$ cat config.mk
export PLATFORM = sky130hd
export DESIGN_NAME = multiplexed_display_clock_with_keys_flat
export DESIGN_NICKNAME = d
export VERILOG_FILES = /design/src/sv/mdck_pkg.sv /design/src/sv/mdck_in_if.sv /design/src/sv/mdck_out_if.sv /design/src/sv/mdck_cfg_if.sv /design/src/sv/multiplexed_display_clock_with_keys.sv /design/src/sv/mdck_digit_mux.sv /design/src/sv/mdck_timekeeper.sv /design/src/flat_wrapper.sv
export VERILOG_INCLUDE_DIRS = /design/src /design/src/sv
export SDC_FILE = /design/constraint.sdc
export NUM_CORES = 1
export LEC_CHECK = 0
export BUFFER_PORTS_ARGS = -buffer_cell sky130_fd_sc_hd__clkbuf_2
export CORE_UTILIZATION = 40
export CTS_BUF_LIST = sky130_fd_sc_hd__clkbuf_4
export DETAILED_ROUTE_END_ITERATION = 16
export HOLD_SLACK_MARGIN = 0.08
export PLACE_DENSITY_LB_ADDON = 0.25
export SKIP_LAST_GASP = 1
export SYNTH_ARGS = -nofsm -noshare
export SYNTH_HDL_FRONTEND = slang
export SYNTH_SLANG_ARGS = --single-unit
$ cat constraint.sdc
create_clock -name clk_i -period 5.9 [get_ports clk_i]
set_input_delay 1.18 -clock clk_i [delete_from_list [all_inputs] [get_ports clk_i]]
set_output_delay 1.18 -clock clk_i [all_outputs]
set_load 0.03 [all_outputs]
$ cat src/sv/multiplexed_display_clock_with_keys_macros.svh
// Assertion macros for the display clock block.
// Used by files that assert; expects clk_i and rst_ni in scope.
`ifndef MULTIPLEXED_DISPLAY_CLOCK_WITH_KEYS_MACROS_SVH
`define MULTIPLEXED_DISPLAY_CLOCK_WITH_KEYS_MACROS_SVH

// Same-cycle implication, disabled during reset.
`define MDCK_ASSERT_NOW(label, ante, cons, msg) \
  label: assert property (@(posedge clk_i) disable iff (!rst_ni) (ante) |-> (cons)) \
    else $error(msg);

// Next-cycle implication, disabled during reset.
`define MDCK_ASSERT_NEXT(label, ante, cons, msg) \
  label: assert property (@(posedge clk_i) disable iff (!rst_ni) (ante) |=> (cons)) \
    else $error(msg);

`endif

$ cat src/sv/mdck_pkg.sv
// Shared types, constants and decode functions for the display clock.
// No dependencies; the top, timekeeper and digit mux import it.
package mdck_pkg;

  localparam int unsigned NumDigits = 6;

  localparam logic [15:0] TicksPerSecondReset = 16'd1024;
  localparam logic [4:0]  HoursReset          = 5'd23;
  localparam logic [4:0]  HoursMax            = 5'd23;
  localparam logic [5:0]  MinSecMax           = 6'd59;

  localparam logic [2:0] PosSecUnits  = 3'd0;
  localparam logic [2:0] PosSecTens   = 3'd1;
  localparam logic [2:0] PosMinUnits  = 3'd2;
  localparam logic [2:0] PosMinTens   = 3'd3;
  localparam logic [2:0] PosHourUnits = 3'd4;
  localparam logic [2:0] PosHourTens  = 3'd5;

  // key combinations seen at the end of a frame
  localparam logic [5:0] KeyHoursUp   = 6'h21;
  localparam logic [5:0] KeyHoursDown = 6'h22;
  localparam logic [5:0] KeyMinUp     = 6'h11;
  localparam logic [5:0] KeyMinDown   = 6'h12;
  localparam logic [5:0] KeySecUp     = 6'h05;
  localparam logic [5:0] KeySecDown   = 6'h06;

  typedef struct packed {
    logic [4:0] hours;
    logic [5:0] minutes;
    logic [5:0] seconds;
    logic [2:0] pos;
  } mdck_state_t;

  typedef struct packed {
    logic [4:0] hours;
    logic [5:0] minutes;
    logic [5:0] seconds;
    logic       pulse;
  } mdck_step_t;

  typedef struct packed {
    logic [5:0] strobe;
    logic [6:0] segment;
  } mdck_disp_t;

  typedef struct packed {
    logic [5:0] digit_strobe;
    logic [6:0] segment_pattern;
    logic [4:0] hours_now;
    logic [5:0] minutes_now;
    logic [5:0] seconds_now;
    logic       second_pulse;
  } mdck_result_t;

  // tens digit of a value below 64: multiply by 13/128
  function automatic logic [3:0] tens_of(input logic [5:0] v);
    logic [9:0] p;
    p = 10'(v) * 10'd13;
    return {1'b0, p[9:7]};
  endfunction

  function automatic logic [3:0] units_of(input logic [5:0] v);
    logic [5:0] t10;
    logic [5:0] u;
    t10 = 6'(tens_of(v)) * 6'd10;
    u   = v - t10;
    return u[3:0];
  endfunction

  function automatic logic [6:0] seg_of(input logic [3:0] d);
    logic [6:0] s;
    case (d)
      4'd0:    s = 7'b0111111;
      4'd1:    s = 7'b0000110;
      4'd2:    s = 7'b1011011;
      4'd3:    s = 7'b1001111;
      4'd4:    s = 7'b1100110;
      4'd5:    s = 7'b1101101;
      4'd6:    s = 7'b1111101;
      4'd7:    s = 7'b0000111;
      4'd8:    s = 7'b1111111;
      4'd9:    s = 7'b1101111;
      default: s = 7'b0000000;
    endcase
    return s;
  endfunction

endpackage

$ cat src/sv/mdck_in_if.sv
// Tick input channel: valid/ready plus the key-sense bit.
// Depends on nothing.
interface mdck_in_if;
  logic valid;
  logic ready;
  logic key_sense;

  modport source (output valid, output key_sense, input ready);
  modport sink   (input valid, input key_sense, output ready);
endinterface

$ cat src/sv/mdck_out_if.sv
// Result channel: valid/ready plus strobe, segments and time fields.
// Depends on nothing.
interface mdck_out_if;
  logic       valid;
  logic       ready;
  logic [5:0] digit_strobe;
  logic [6:0] segment_pattern;
  logic [4:0] hours_now;
  logic [5:0] minutes_now;
  logic [5:0] seconds_now;
  logic       second_pulse;

  modport source (output valid, output digit_strobe, output segment_pattern,
                  output hours_now, output minutes_now, output seconds_now,
                  output second_pulse, input ready);
  modport sink   (input valid, input digit_strobe, input segment_pattern,
                  input hours_now, input minutes_now, input seconds_now,
                  input second_pulse, output ready);
endinterface

$ cat src/sv/mdck_cfg_if.sv
// Configuration write channel: valid/ready plus the ticks-per-second word.
// Depends on nothing.
interface mdck_cfg_if;
  logic        valid;
  logic        ready;
  logic [15:0] data;

  modport source (output valid, output data, input ready);
  modport sink   (input valid, input data, output ready);
endinterface

$ cat src/sv/multiplexed_display_clock_with_keys.sv
// Multiplexed six-digit display clock with scanned keys: top level.
// Path: a tick word passes through the input reg, then the result reg.
// Throughput: one tick word per cycle while out_o.ready holds; one more tick is taken while a result word waits.
// Reset: async active low; time 23:00:00, tick/scan/history zero, 1024 ticks/s.
// Depends on mdck_pkg, mdck_*_if, mdck_timekeeper, mdck_digit_mux, macros header.
module multiplexed_display_clock_with_keys (
  input  logic        clk_i,
  input  logic        rst_ni,
  mdck_in_if.sink     in_i,
  mdck_cfg_if.sink    cfg_i,
  mdck_out_if.source  out_o
);
  import mdck_pkg::*;
  `include "multiplexed_display_clock_with_keys_macros.svh"

  // ticks-per-second register; always ready; the user must write it only while idle, the block does not enforce this
  logic [15:0] tps_q;

  always_ff @(posedge clk_i or negedge rst_ni) begin
    if (!rst_ni) begin
      tps_q <= TicksPerSecondReset;
    end else if (cfg_i.valid && cfg_i.ready) begin
      tps_q <= cfg_i.data;
    end
  end

  assign cfg_i.ready = 1'b1;

  // input register: holds one tick word until the state step fires
  logic in_valid_q;
  logic in_key_q;
  logic out_valid_q;
  mdck_result_t out_q, out_d;
  logic advance;

  // a held tick steps the clock whenever the result register is free or drains
  assign advance    = in_valid_q && (!out_valid_q || out_o.ready);
  assign in_i.ready = !in_valid_q || advance;

  always_ff @(posedge clk_i or negedge rst_ni) begin
    if (!rst_ni) begin
      in_valid_q <= 1'b0;
    end else if (in_i.ready) begin
      in_valid_q <= in_i.valid;
    end
  end

  always_ff @(posedge clk_i) begin
    if (in_i.valid && in_i.ready) begin
      in_key_q <= in_i.key_sense;
    end
  end

  mdck_state_t state;
  mdck_step_t  step;
  mdck_disp_t  disp;

  // digit decode reads the time as it stands before this tick
  mdck_digit_mux u_digit_mux (
    .state_i (state),
    .disp_o  (disp)
  );

  mdck_timekeeper u_timekeeper (
    .clk_i    (clk_i),
    .rst_ni   (rst_ni),
    .step_i   (advance),
    .key_i    (in_key_q),
    .tps_i    (tps_q),
    .strobe_i (disp.strobe),
    .state_o  (state),
    .step_o   (step)
  );

  assign out_d.digit_strobe    = disp.strobe;
  assign out_d.segment_pattern = disp.segment;
  assign out_d.hours_now       = step.hours;
  assign out_d.minutes_now     = step.minutes;
  assign out_d.seconds_now     = step.seconds;
  assign out_d.second_pulse    = step.pulse;

  // result register
  always_ff @(posedge clk_i or negedge rst_ni) begin
    if (!rst_ni) begin
      out_valid_q <= 1'b0;
    end else if (advance) begin
      out_valid_q <= 1'b1;
    end else if (out_o.ready) begin
      out_valid_q <= 1'b0;
    end
  end

  always_ff @(posedge clk_i) begin
    if (advance) begin
      out_q <= out_d;
    end
  end

  assign out_o.valid           = out_valid_q;
  assign out_o.digit_strobe    = out_q.digit_strobe;
  assign out_o.segment_pattern = out_q.segment_pattern;
  assign out_o.hours_now       = out_q.hours_now;
  assign out_o.minutes_now     = out_q.minutes_now;
  assign out_o.seconds_now     = out_q.seconds_now;
  assign out_o.second_pulse    = out_q.second_pulse;

  // time fields of the held result within hh:mm:ss range
  logic time_ok;
  assign time_ok = (out_q.hours_now <= HoursMax) && (out_q.minutes_now <= MinSecMax) &&
                   (out_q.seconds_now <= MinSecMax);

  `MDCK_ASSERT_NEXT(a_step_gives_word, advance, out_valid_q, "step did not produce a word")
  `MDCK_ASSERT_NOW(a_strobe_onehot, out_valid_q, $onehot(out_q.digit_strobe), "strobe not one-hot")
  `MDCK_ASSERT_NOW(a_time_range, out_valid_q, time_ok, "time out of range")
  `MDCK_ASSERT_NEXT(a_held_tick_kept, in_valid_q && out_valid_q && !out_o.ready, in_valid_q, "held tick dropped")

endmodule

$ cat src/sv/mdck_digit_mux.sv
// Digit select and seven-segment decode for the current scan position.
// Depends on mdck_pkg.
module mdck_digit_mux (
  input  mdck_pkg::mdck_state_t state_i,
  output mdck_pkg::mdck_disp_t  disp_o
);
  import mdck_pkg::*;

  logic [2:0] pos;
  logic [3:0] digit;

  // out-of-range position shows the seconds units digit
  assign pos = (state_i.pos < 3'(NumDigits)) ? state_i.pos : PosSecUnits;

  always_comb begin
    unique case (pos)
      PosSecUnits:  digit = units_of(state_i.seconds);
      PosSecTens:   digit = tens_of(state_i.seconds);
      PosMinUnits:  digit = units_of(state_i.minutes);
      PosMinTens:   digit = tens_of(state_i.minutes);
      PosHourUnits: digit = units_of({1'b0, state_i.hours});
      default:      digit = tens_of({1'b0, state_i.hours});
    endcase
  end

  assign disp_o.strobe  = 6'(1) << pos;
  assign disp_o.segment = seg_of(digit);

endmodule

$ cat src/sv/mdck_timekeeper.sv
// Clock state: tick counter, hh:mm:ss, scan position, key scan and history.
// Depends on mdck_pkg.
module mdck_timekeeper (
  input  logic                  clk_i,
  input  logic                  rst_ni,
  input  logic                  step_i,
  input  logic                  key_i,
  input  logic [15:0]           tps_i,
  input  logic [5:0]            strobe_i,
  output mdck_pkg::mdck_state_t state_o,
  output mdck_pkg::mdck_step_t  step_o
);
  import mdck_pkg::*;

  logic [15:0] tick_q, tick_d;
  logic [5:0]  sec_q, sec_d;
  logic [5:0]  min_q, min_d;
  logic [4:0]  hour_q, hour_d;
  logic [2:0]  pos_q, pos_d;
  logic [5:0]  scan_q, scan_d;
  logic [5:0]  hist_q [3];
  logic [5:0]  hist_d [3];

  logic [2:0]  pos;
  logic        frame_end;
  logic [5:0]  word;
  logic        fresh;
  logic [5:0]  sec_k, min_k;
  logic [4:0]  hour_k;
  logic [15:0] tick_inc;
  logic        pulse;

  assign pos       = (pos_q < 3'(NumDigits)) ? pos_q : PosSecUnits;
  assign frame_end = (pos == PosHourTens);
  assign word      = key_i ? (scan_q | strobe_i) : scan_q;
  assign fresh     = (word != hist_q[0]) && (word != hist_q[1]) && (word != hist_q[2]);

  // key step at frame end: wraps, no carry
  always_comb begin
    sec_k  = sec_q;
    min_k  = min_q;
    hour_k = hour_q;
    if (frame_end && fresh) begin
      unique case (word)
        KeyHoursUp:   hour_k = (hour_q >= HoursMax) ? 5'd0 : hour_q + 5'd1;
        KeyHoursDown: hour_k = (hour_q == 5'd0) ? HoursMax : hour_q - 5'd1;
        KeyMinUp:     min_k  = (min_q >= MinSecMax) ? 6'd0 : min_q + 6'd1;
        KeyMinDown:   min_k  = (min_q == 6'd0) ? MinSecMax : min_q - 6'd1;
        KeySecUp:     sec_k  = (sec_q >= MinSecMax) ? 6'd0 : sec_q + 6'd1;
        KeySecDown:   sec_k  = (sec_q == 6'd0) ? MinSecMax : sec_q - 6'd1;
        default: ;
      endcase
    end
  end

  assign tick_inc = tick_q + 16'd1;
  assign pulse    = (tick_inc >= tps_i);

  // second advance with carry, after the key step
  always_comb begin
    sec_d  = sec_k;
    min_d  = min_k;
    hour_d = hour_k;
    tick_d = pulse ? 16'd0 : tick_inc;
    if (pulse) begin
      if (sec_k >= MinSecMax) begin
        sec_d = 6'd0;
        if (min_k >= MinSecMax) begin
          min_d  = 6'd0;
          hour_d = (hour_k >= HoursMax) ? 5'd0 : hour_k + 5'd1;
        end else begin
          min_d = min_k + 6'd1;
        end
      end else begin
        sec_d = sec_k + 6'd1;
      end
    end
  end

  always_comb begin
    hist_d = hist_q;
    if (frame_end) begin
      pos_d     = PosSecUnits;
      scan_d    = 6'd0;
      hist_d[2] = hist_q[1];
      hist_d[1] = hist_q[0];
      hist_d[0] = word;
    end else begin
      pos_d  = pos + 3'd1;
      scan_d = word;
    end
  end

  always_ff @(posedge clk_i or negedge rst_ni) begin
    if (!rst_ni) begin
      tick_q  <= 16'd0;
      sec_q   <= 6'd0;
      min_q   <= 6'd0;
      hour_q  <= HoursReset;
      pos_q   <= PosSecUnits;
      scan_q  <= 6'd0;
      hist_q[0] <= 6'd0;
      hist_q[1] <= 6'd0;
      hist_q[2] <= 6'd0;
    end else if (step_i) begin
      tick_q  <= tick_d;
      sec_q   <= sec_d;
      min_q   <= min_d;
      hour_q  <= hour_d;
      pos_q   <= pos_d;
      scan_q  <= scan_d;
      hist_q  <= hist_d;
    end
  end

  assign state_o.hours   = hour_q;
  assign state_o.minutes = min_q;
  assign state_o.seconds = sec_q;
  assign state_o.pos     = pos_q;

  assign step_o.hours   = hour_d;
  assign step_o.minutes = min_d;
  assign step_o.seconds = sec_d;
  assign step_o.pulse   = pulse;

endmodule
$ cat src/flat_wrapper.sv
// flat-port wrapper written by rule: the top's interface ports become plain ports
module multiplexed_display_clock_with_keys_flat import mdck_pkg::*;
  (clk_i, rst_ni, in_i_valid, in_i_key_sense, in_i_ready, cfg_i_valid, cfg_i_data, cfg_i_ready, out_o_valid, out_o_digit_strobe, out_o_segment_pattern, out_o_hours_now, out_o_minutes_now, out_o_seconds_now, out_o_second_pulse, out_o_ready);
  mdck_in_if in_i_i ();
  mdck_cfg_if cfg_i_i ();
  mdck_out_if out_o_i ();
  input  logic clk_i;
  input  logic rst_ni;
  input wire logic [$bits(in_i_i.valid)-1:0] in_i_valid;
  input wire logic [$bits(in_i_i.key_sense)-1:0] in_i_key_sense;
  output wire logic [$bits(in_i_i.ready)-1:0] in_i_ready;
  input wire logic [$bits(cfg_i_i.valid)-1:0] cfg_i_valid;
  input wire logic [$bits(cfg_i_i.data)-1:0] cfg_i_data;
  output wire logic [$bits(cfg_i_i.ready)-1:0] cfg_i_ready;
  output wire logic [$bits(out_o_i.valid)-1:0] out_o_valid;
  output wire logic [$bits(out_o_i.digit_strobe)-1:0] out_o_digit_strobe;
  output wire logic [$bits(out_o_i.segment_pattern)-1:0] out_o_segment_pattern;
  output wire logic [$bits(out_o_i.hours_now)-1:0] out_o_hours_now;
  output wire logic [$bits(out_o_i.minutes_now)-1:0] out_o_minutes_now;
  output wire logic [$bits(out_o_i.seconds_now)-1:0] out_o_seconds_now;
  output wire logic [$bits(out_o_i.second_pulse)-1:0] out_o_second_pulse;
  input wire logic [$bits(out_o_i.ready)-1:0] out_o_ready;
  assign in_i_i.valid = in_i_valid;
  assign in_i_i.key_sense = in_i_key_sense;
  assign in_i_ready = in_i_i.ready;
  assign cfg_i_i.valid = cfg_i_valid;
  assign cfg_i_i.data = cfg_i_data;
  assign cfg_i_ready = cfg_i_i.ready;
  assign out_o_valid = out_o_i.valid;
  assign out_o_digit_strobe = out_o_i.digit_strobe;
  assign out_o_segment_pattern = out_o_i.segment_pattern;
  assign out_o_hours_now = out_o_i.hours_now;
  assign out_o_minutes_now = out_o_i.minutes_now;
  assign out_o_seconds_now = out_o_i.seconds_now;
  assign out_o_second_pulse = out_o_i.second_pulse;
  assign out_o_i.ready = out_o_ready;
  multiplexed_display_clock_with_keys u_core (.clk_i(clk_i), .rst_ni(rst_ni), .in_i(in_i_i), .cfg_i(cfg_i_i), .out_o(out_o_i));
endmodule
==> metrics.md <==
| Metric | Value |
|---|---|
| Maximum clock frequency | `0.1855 GHz` |
| Largest family of logic cells by synthesized area | `compound AO/OA/AOI/OAI gates` |
| Area Overhead vs Synth | `8.264%` |
| Max FO, Critical Path | `19` |
| Post-Synth Adder-Cell Area | `0.1567` |
| Syn Area/Cell | `9.074 um2` |
| Antenna viol nets, final | `0` |
| Vias in the first global route | `6481` |
| Main synth FF type | `dfrtp_1` |
| Rows | `52` |
| Post-Syn Instances | `931` |
| Clock Latency Late Sink | `0.52 ns` |
| WL per Instance | `15.94 um` |
| YS warnings | `0` |
| XOR/XNOR Fraction of Synth Area | `0.04251` |
| Maximum clock path buffer count | `2` |
| Area of the die | `21710 um2` |
| DIE HEIGHT | `147.3 um` |
| Num CTS Buffers | `9` |
| Clock Skew | `0.02312 ns` |
| CTS tree | `done` |
| Clock sink count | `110` |
| HPWL Detailed | `14650 um` |
| Unrepaired setup endpoints after global routing | `false` |
| PortBufs | `54` |
| Final Cycle Share | `0.9136` |
| Worst-path clk slew | `0.18 ns` |
| Gr ovfl total | `0` |
| Post-synthesis sequential area ratio | `0.3455` |
| Synthesized flop and latch total | `110` |
| Post-synth cell types | `92` |
| First drt pass iteration count | `5` |
| Critical path's slowest cell | `or4_1` |
| Die X-Extent | `147.3 um` |
| Simple-gate share of the synthesized area | `0.1931` |
| Setup Fix Bufs, Post-CTS | `0` |
| CP required | `6.19 ns` |
| Vias | `6914` |
| Peak per-stage delay on the critical path | `0.69 ns` |
| Synth area leaders | `dfrtp_1, ha_1, edfxtp_1` |
| Routed wire length | `19850 um` |
| Post-layout util | `0.4463` |
| Rel. slew slack | `0.3190` |
| First-pass GRT wire length | `33030 um` |
| Post-synth top area share | `0.2162` |
| Io pins | `56` |
| Max rail drop VDD | `0.2139 mV` |
| Max-Cap Viols | `0` |
| Most frequent cells in the layout | `nand2_1, ha_1, dfrtp_1` |
| Area fraction in compound gates after synthesis | `0.1940` |
| Area of the core | `20490 um2` |
| Fin. max-slew vios | `0` |
| Critical Path End Type | `flip-flop` |
| Initial DRC Count | `430` |
| EDFF count, synth | `32` |
| Async SR Flop Fraction | `0.7091` |
| Final hold violation count | `0` |
| GRT Total Usage | `0.1897` |
| Most common cell after layout, fill and taps aside | `nand2_1` |
| H-Tree Depth | `3` |
| Largest net degree at the start of global routing | `79` |
| DR DRC count | `0` |
| Post-Syn Nets | `1054` |
| Crit Path Category | `flip-flop to flip-flop` |
| ANT cells | `0` |
| Fin Setup TNS | `0 ns` |
| Minimum clock period | `5.390 ns` |
| Run status | `complete, no violations` |
| Cell taking the most area after synthesis | `dfrtp_1` |
| Slew @ Worst Pin | `1.022 ns` |
| Final setup fails | `0` |
| Total Nets Final | `1093` |
| Routability Congestion | `0.8742` |
| Mapped Area | `8448 um2` |
| Leak Pwr | `4.204 nW` |
| Starting Density | `0.4122` |
| CP Cell Sequence | `and2b_2 -> inv_1 -> ha_1 -> a21oi_4 -> xor2_1 -> nand3_1 -> or4_1 -> nand4_1 -> o21ai_0 -> o31ai_2 -> ha_1 -> a211oi_1 -> a211oi_2 -> nand2_1 -> o41ai_1 -> nand2_1` |
| Proportion of layout cells with a drive suffix above 1 | `0.1292` |
| Initial antenna violation count | `0` |
| PwrDens | `485.4 nW/um2` |
| Proportion of synthesized area in mux cells | `0.02073` |
| Crit path launch type | `flip-flop` |
| Root buffer cell | `clkbuf_4` |
| Arr. time, crit path | `5.68 ns` |
| Via density | `5.553` |
| Hold WC Path Type | `flip-flop to flip-flop` |
-- Yosys cell counts (9+ instances only) --
| cell | instances |
|---|---|
| a21o_1 | 19 |
| a21oi_1 | 30 |
| a31oi_1 | 23 |
| and2_1 | 13 |
| and3_1 | 12 |
| clkbuf_1 | 23 |
| dfrtp_1 | 73 |
| edfxtp_1 | 32 |
| ha_1 | 93 |
| inv_1 | 60 |
| mux2_2 | 12 |
| nand2_1 | 141 |
| nand2b_1 | 9 |
| nand3_1 | 32 |
| nand4_1 | 14 |
| nor2_1 | 53 |
| nor3_1 | 11 |
| o21ai_0 | 62 |
| o22ai_1 | 10 |
| o31ai_1 | 10 |
| xnor2_1 | 26 |
| xor2_1 | 15 |
-- final cells by class --
| type | instances | area (um2) |
|---|---|---|
| Clock buffer | 9 | 67.56 |
| Clock inverter | 7 | 105.1 |
| Fill cell | 2035 | 11350 |
| Inverter | 62 | 232.7 |
| Multi-Input combinational cell | 725 | 5137 |
| Sequential cell | 110 | 2920 |
| Tap cell | 270 | 337.8 |
| Timing Repair Buffer | 62 | 345.3 |
-- kinds of logic (layout without fill, tap and decap cells) --
family,Yosys count,in the layout
simple gates,329,329
compound gates,237,237
flops,110,110
fa+ha+maj,101,101
buf+inv,96,140
xor+xnor,41,41
mux,16,16
other cells,1,1
-- critical path: cells and delay by family (launching register included) --
family	cells	cell delay, ns
adder cells (fa/ha/maj)	2	0.64
AO/OA/AOI/OAI	6	1.73
XOR/XNOR	1	0.17
flip-flops	1	0.60
AND/OR/NAND/NOR	6	1.92
buffers and inverters	1	0.09
-- layer usage --
layer	track usage	up-vias	share of wire
met5	0	-	0
met4	0.06031	0	0.016
met3	0.02547	30	0.038
met2	0.3066	162	0.47
met1	0.2622	3288	0.48
li1	-	3434	-
-- where the power goes --
group          internal (mW)  total, mW  switching, mW
combinational           1.12       2.69           1.57
sequential              1.04       1.29          0.246
clock                  0.179      0.461          0.281
total                   2.34       4.44           2.10
-- final timing paths --
path                                                 to  depth (start not counted)  slack, ns                          from
max reg2reg                 u_core.out_o.minutes_now[4]                         16       0.51  u_core.u_timekeeper.pos_q[1]
max in group asynchronous  u_core.u_timekeeper.pos_q[2]                          1       4.36                        rst_ni
min reg2reg                          u_core.out_o.valid                          1       0.52             u_core.in_valid_q
max                         u_core.out_o.minutes_now[4]                         16       0.51  u_core.u_timekeeper.pos_q[1]
min in group asynchronous             u_core.in_valid_q                          1       0.82                        rst_ni
min                                  u_core.out_o.valid                          1       0.52             u_core.in_valid_q
-- flip-flops by register name, indices dropped and copies added, names as in the netlist, 7 cells and up --
register / count
u_core.u_timekeeper.hist_q: 18
u_core.tps_q: 16
u_core.out_o.segment_pattern: 7
u_core.u_timekeeper.tick_q: 16
-- through the flow --
step                      instances  setup WS (ns)  power, mW  hold WS (ns)  area [um2]
after floorplan                 931          1.012      3.330        0.4553        8448
after global placement         1229         0.6540      3.944        0.4788        8967
after detailed placement       1229         0.5225      3.980        0.4860        8967
after CTS                      1245         0.4949      4.462        0.5264        9140
after global routing           1245         0.1106      4.875        0.5392        9146
final                          1245         0.5096      4.439        0.5181        9146
-- what timing repair did --
| item | in CTS | in global routing |
|---|---|---|
| setup endpoints to repair | 0 | 2 |
| hold buffers | 0 | 0 |
| hold endpoints to repair | 0 | 0 |
| gates resized for setup | 0 | 2 |
(Power assumes the default switching activity.)
